`src/hdl/pds_pkg.sv`:
```
// ----------------------------------------------------------------------------
// pds_pkg: shared types and constants for the particle depth sorter
// Field widths, command codes, the stored entry layout and the control
// group that drives the shared arithmetic unit.
// ----------------------------------------------------------------------------
package pds_pkg;

    localparam int POS_W  = 16;   // signed Q8.8 coordinate
    localparam int ATTR_W = 10;   // payload in thousandths
    localparam int KEY_W  = 34;   // exact squared distance
    localparam int CMD_W  = 2;
    localparam int DIFF_W = POS_W + 1;
    localparam int SQ_W   = 2 * POS_W;

    typedef enum logic [CMD_W-1:0] {
        CMD_LOAD  = 2'd0,
        CMD_SORT  = 2'd1,
        CMD_CLEAR = 2'd2
    } cmd_t;

    // axis select for the square-accumulate unit
    localparam logic [1:0] AXIS_X = 2'd0;
    localparam logic [1:0] AXIS_Y = 2'd1;
    localparam logic [1:0] AXIS_Z = 2'd2;

    typedef struct packed {
        logic [POS_W-1:0]  x;
        logic [POS_W-1:0]  y;
        logic [POS_W-1:0]  z;
        logic [ATTR_W-1:0] strength;
        logic [ATTR_W-1:0] seed;
        logic [KEY_W-1:0]  key;
    } entry_t;

    typedef struct packed {
        logic       sq_en;      // register a new square
        logic       acc_en;     // fold registered square into accumulator
        logic       acc_first;  // start a fresh sum
        logic [1:0] axis;
    } arith_ctl_t;

endpackage

```
`src/hdl/pds_arith.sv`:
```
// ----------------------------------------------------------------------------
// pds_arith: shared square-accumulate and key compare unit
// Squares one coordinate difference per cycle, while sq_en is set, into a
// product register and folds it into a 34-bit sum; also compares two sort keys.
// ----------------------------------------------------------------------------
module pds_arith import pds_pkg::*;
(
    input  logic             clk,
    input  logic             rst_n,
    input  arith_ctl_t       ctl,
    input  entry_t           point,
    input  logic [POS_W-1:0] cam_x,
    input  logic [POS_W-1:0] cam_y,
    input  logic [POS_W-1:0] cam_z,
    input  logic [KEY_W-1:0] key_a,
    input  logic [KEY_W-1:0] key_b,
    output logic [KEY_W-1:0] acc,
    output logic             key_gt
);

    logic [POS_W-1:0]  p_sel;
    logic [POS_W-1:0]  c_sel;
    logic [DIFF_W-1:0] diff;
    logic [DIFF_W-1:0] mag;
    logic [SQ_W-1:0]   prod_reg;
    logic [KEY_W-1:0]  acc_reg;

    always_comb
    begin
        unique case (ctl.axis)
            AXIS_Y:
            begin
                p_sel = point.y;
                c_sel = cam_y;
            end
            AXIS_Z:
            begin
                p_sel = point.z;
                c_sel = cam_z;
            end
            default:
            begin
                p_sel = point.x;
                c_sel = cam_x;
            end
        endcase
    end

    // 17-bit difference; magnitude never exceeds 65535
    assign diff = {p_sel[POS_W-1], p_sel} - {c_sel[POS_W-1], c_sel};
    assign mag  = diff[DIFF_W-1] ? (~diff + DIFF_W'(1)) : diff;

    always_ff @(posedge clk)
    begin
        if (ctl.sq_en)
        begin
            prod_reg <= mag[POS_W-1:0] * mag[POS_W-1:0];
        end
    end

    always_ff @(posedge clk or negedge rst_n)
    begin
        if (!rst_n)
        begin
            acc_reg <= '0;
        end
        else if (ctl.acc_en)
        begin
            if (ctl.acc_first)
            begin
                acc_reg <= KEY_W'(prod_reg);
            end
            else
            begin
                acc_reg <= acc_reg + KEY_W'(prod_reg);
            end
        end
    end

    assign acc    = acc_reg;
    assign key_gt = key_a > key_b;

endmodule

```
`config.mk`:
```
export PLATFORM = sky130hd
export DESIGN_NAME = pds_arith
export DESIGN_NICKNAME = d
export VERILOG_FILES = /design/src/hdl/pds_pkg.sv /design/src/hdl/pds_arith.sv
export SDC_FILE = /design/constraint.sdc
export NUM_CORES = 1
export LEC_CHECK = 0
export BUFFER_PORTS_ARGS = -buffer_cell sky130_fd_sc_hd__buf_2
export CAP_MARGIN = 20
export CORE_ASPECT_RATIO = 0.5
export CORE_UTILIZATION = 30
export DETAILED_ROUTE_END_ITERATION = 8
export SLEW_MARGIN = 20
export SYNTH_ARGS = -nofsm -noshare
export SYNTH_HDL_FRONTEND = slang
export SYNTH_SLANG_ARGS = --single-unit
```
`constraint.sdc`:
```
create_clock -name clk -period 3.4 [get_ports clk]
set_clock_uncertainty 0.1 [all_clocks]
set_input_delay 0.34 -clock clk [delete_from_list [all_inputs] [get_ports clk]]
set_output_delay 0.34 -clock clk [all_outputs]
set_load 0.03 [all_outputs]
```
; Word-level counts from Yosys, hierarchy flattened
; Index checks and enable logic that the tools add are counted.
[totals]
word_cells = 14
reg_bits = 66
[op_classes]
eq_ne = 2
n_lt_le_gt_ge = 1
bitwise_logic = 1
mul = 1
addsub = 3
n_mux = 4
[ops]
columns = cell, n
row1 = $pmux 16 s2, 2
row2 = $add 34x32->34, 1
row3 = $gt 34x34->1, 1
row4 = $mux 34, 1
row5 = $mul 16x16->32, 1
row6 = $sub 16x16->17, 1
row7 = $add 16x1->16 const B, 1
row8 = $mux 16, 1
row9 = $not 16->16, 1
row10 = $eq 2x1->1 const B, 1
row11 = $eq 2x2->1 const B, 1

; Logic depth before layout (Yosys ltp)
[logic_depth]
word_depth = 7
mapped_depth = 46
depth_no_buf = 44

; Least setup slack after synthesis
; No wires, ideal clock.
[synth_timing]
kind = in2reg
startpoint = input ctl[0] (netlist name)
endpoint = register prod_reg[30] (data pin)
required_time_ps = 3035
setup_time_ps = 265
setup_slack_ps = -6991
path_stages = 41
arrival_time_ps = 10026
cell_sequence = inv_1 > ha_1 > clkbuf_1 > clkbuf_1 > nor2_1 > a21oi_1 > ha_1 > inv_1 > fa_1 > a21oi_1 > o211ai_2 > a21boi_1 > nor2_1 > xnor2_1 > or4b_4 > or4_4 > mux4_2 > nor2_4 > [... 5 more ...] > inv_1 > fa_1 > fa_1 > fa_1 > inv_1 > fa_1 > inv_1 > ha_1 > a21oi_1 > o21bai_1 > a2111oi_0 > o32ai_1 > o21a_1 > o31a_1 > o41a_1 > a21oi_1 > o21ai_0 > xor2_1
[synth_between]
elab_chain_cells = 7
elab_cells_between_ends = 9
classes_between = add/sub (2) / mul (1) / eq/ne (2) / mux (3) / bitwise (1)
[synth_lines]
columns = element, line
row1 = "start, declared", pds_arith.sv:10  ; input arith_ctl_t ctl,
row2 = $eq 2x2->1 or $eq 2x1->1 (tied branches), pds_arith.sv:30  ; unique case (ctl.axis)
row3 = $pmux 16 s2, pds_arith.sv:30
row4 = $sub 16x16->17 (*), pds_arith.sv:50  ; assign diff = {p_sel[POS_W-1], p_sel} - {c_sel[POS_W-1], c_sel};
row5 = $not 16->16, pds_arith.sv:51  ; assign mag = diff[DIFF_W-1] ? (~diff + DIFF_W'(1)) : diff;
row6 = $add 16x1->16, pds_arith.sv:51
row7 = $mux 16 (*), pds_arith.sv:51
row8 = $mul 16x16->32 (*), pds_arith.sv:57  ; prod_reg <= mag[POS_W-1:0] * mag[POS_W-1:0];
row9 = "end signal, assigned", pds_arith.sv:57
row10 = "end, declared", pds_arith.sv:25  ; logic [SQ_W-1:0] prod_reg;
; Mark *: on every way between the ends. The rest lies on a longest branch, timed or not.
; A chain may end at the register's enable or synchronous reset.

; Worst setup path after layout
; Same ends and word-level chain as after synthesis.

==> summary.txt <==
Global route
  • Vias in the first global route: ~12000
  • GRT busiest layer: met2
  • Initial antenna violation count: 0
  • GRT Util Overall: 0.153
  • First-pass GRT wire length: 57.0 mm
  • Met1 usage: 0.206
  • GR Overflow Total: 0
  • GRT met2 Usage: 0.269
  • M3 GR Usage: 0.0145
  • Largest net degree at the start of global routing: 41

Clock network
  • Cts bufs inserted: 9
  • CTS root buf: clkbuf_16
  • H-tree depth: 3
  • CTS hold repair buffers: 0
  • Clock Latency Late Sink: 330 ps
  • CTS Buffer Depth: 2
  • TritonCTS clock tree: yes
  • Clk slew on worst S/H paths: ~60 ps
  • # clock sinks: 65

Synthesis
  • Yosys warns: 0
  • Mapped Cells: approximately 1600
  • Register area share after synthesis: 0.134
  • Largest family of logic cells by synthesized area: adder cells
  • Mux cell area share after synthesis: 0.0101
  • Synth Flop Type: dfrtp_1
  • EDFF count, synth: 31
  • Syn_area_per_cell: 8.56 sq um
  • Complex-gate fraction of the synthesized area: 0.164
  • Synth async-reset ratio: 0.523
  • Xor/xnor share of the synthesized area: 0.0591
  • Adder-cell area share of the yosys netlist: 0.416
  • Synth Register Bits: 65
  • Mapped Nets: about 2100
  • Yosys cell types: 69
  • Post-Synth Simple-Gate Area: 0.122
  • Mapped cell area: 13300 sq um

Floorplanning
  • Starting density of the core: 0.305
  • Chip Height: 151 um
  • Die ar.: 45300 sq um
  • # rows: 54
  • Core area: 43700 sq um
  • Die Wd: 300 um
  • I/O pins: 260

Route
  • ANT nets after route: 0
  • DRT Wirelength: 33.8 mm
  • DR iter-0 viols: 400
  • DRC: 0
  • TritonRoute pass-1 iters: 4
  • Wire length per cell: 13.0 um
  • Via count: 11664
  • Vias per inst: 4.50

Worst setup path
  • Crit-path max FO: 11
  • CP Data Required Time: 3380 ps
  • Crit-path max cell delay: 540 ps
  • Critical path class: in2reg
  • Critical path buffers and inverters: 6
  • Worst setup SP type: primary input
  • Crit-path most repeated cell: fa_1
  • Worst Path Arrival: 9340 ps
  • R2r setup slk: between 200 and 250 ps
  • Cell family with most CP delay: adder cells
  • CP Capture Type: register
  • Slowest cell on crit path: or4b_4

Timing
  • Final setup viols: 30
  • Hold Vio Cnt, Final: 0
  • Min cycle time layout: 9360 ps
  • Slew headroom: 0.454
  • RSZ-0062 raised after global routing: yes
  • Fin worst setup slack: -5960 ps
  • Measured slew at the worst slew-check pin: 819 ps
  • Fmax: 107 MHz
  • Fin crit share: 2.75
  • Slew Limit Fails: 0

Cells and area
  • Fillers: 4363
  • Max FFs per register: 34
  • Non-Filler Instances: 2594
  • Most frequent cells in the layout: inv_1, buf_4, buf_2
  • Final nets: 2572
  • Share of cells above drive strength 1: 0.304
  • Syn-to-layout area delta: 34.3%
  • Commonest non-fill, non-tap cell in the layout: inv_1
  • # diodes: 0

Placed design
  • Placed Instances: 2560
  • Pre-CTS setup slack: -6470 ps
  • IO buf count: slightly above 200
  • GP Congestion: 0.865
  • HPWL after DPL: roughly 30 mm

Run status
  • Status: complete, but fails checks
  • Failing checks: negative setup slack

Min path
  • Hold Path Class: in2async

Flow run
  • Max-Cap Viols: 0
[per-stage QoR]
step | util | setup TNS (ps) | hold slack (ps) | cell area, sq um
2_1_floorplan | - | -136450 | -55.6 | 13700
3_3_place_gp | 0.392 | -148730 | 399 | 17100
3_5_place_dp | 0.392 | -151000 | 394 | 17100
4_1_cts | 0.406 | -138000 | 39.8 | 17800
5_1_grt | 0.409 | -149910 | 74.6 | 17900
6_report | 0.409 | -136020 | 3.21 | 17900
[final timing paths]
path / start / end / cells after the start
worst max-delay path: ctl[0] / prod_reg[30] / 36
worst min-delay path: rst_n / acc[27] / 1
worst max register to register: prod_reg[9] / acc[30] / 13
worst min register to register: acc[2] / acc[2] / 1
max in group asynchronous: rst_n / acc[4] / 1
min in group clk: acc[2] / acc[2] / 1
[repair_timing]
item | CTS | global route
buffers inserted | 15 | 4
pin swaps | 40 | 20
endpoints found under the hold margin | 0 | 0
gates resized for setup | 51 | 31
setup endpoints to repair | 30 | 33
gates cloned | 1 | 0
[cells by family (layout without fill, tap and decap cells)]
family | after synthesis | in the layout
multiplexers | 12 | 12
buffers and inverters | 336 | 784
adder cells (fa/ha/maj) | 345 | 345
flip-flops | 65 | 65
AO/OA/AOI/OAI | 346 | 346
XOR/XNOR | 90 | 90
AND/OR/NAND/NOR | 364 | 364
[worst reg2reg max path, cell delays in order (launching register included)]
cell      delay, ps
edfxtp_1        450
ha_4            270
and3_1          190
a221o_1         380
a21oi_1         150
o21ai_0          90
a21oi_1         150
nand2_1         110
a211oi_2        240
o21ai_1         150
buf_4           170
a31oi_1         200
mux2i_1         110
a211o_1         270
[routing by layer]
metal  share of wire  up-vias
met2            0.46      228
met1            0.49     5391
met5               0        -
li1                -     6016
met3           0.036       29
met4           0.014        0
[synthesized netlist by cell type (3+ instances only)]
cell | count | area share
inv_1 | 289 | 0.081
ha_1 | 181 | 0.17
fa_1 | 164 | 0.25
nor2_1 | 161 | 0.045
a21oi_1 | 133 | 0.050
nand2_1 | 99 | 0.028
xnor2_1 | 57 | 0.037
o21ai_0 | 51 | 0.019
a21o_1 | 44 | 0.025
clkbuf_1 | 39 | 0.011
dfrtp_1 | 34 | 0.064
xor2_1 | 33 | 0.022
a22oi_1 | 32 | 0.018
edfxtp_1 | 31 | 0.070
nand2b_1 | 25 | 0.012
o21bai_1 | 16 | 0.0090
o21a_1 | 15 | 0.0084
nand3_1 | 14 | 0.0053
nor2b_1 | 12 | 0.0056
nor3_1 | 10 | 0.0038
mux2i_1 | 9 | 0.0068
nand4_1 | 9 | 0.0042
a211oi_1 | 7 | 0.0039
or2_2 | 7 | 0.0033
and3_1 | 6 | 0.0028
or3_1 | 6 | 0.0028
a31oi_1 | 5 | 0.0023
nor4_1 | 4 | 0.0019
a2111oi_0 | 3 | 0.0020
a21boi_0 | 3 | 0.0017
inv_2 | 3 | 0.00084
o211ai_1 | 3 | 0.0017
o221ai_1 | 3 | 0.0020
o31a_1 | 3 | 0.0020
o31ai_1 | 3 | 0.0017
[cell type report]
cell class                      count  area, sq um  share of cell area
Clock buffer                        9          225              0.0126
Tap cell                          588          736              0.0411
Timing Repair Buffer              475         3130               0.175
Multi-Input combinational cell   1157        10800               0.606
Clock inverter                      6         60.1             0.00336
Inverter                          294         1120              0.0625
Sequential cell                    65         1780              0.0995
Power is left out: the tool's default activity adds up to more than one toggle a clock period on the data nets, which glitch-free logic cannot reach.
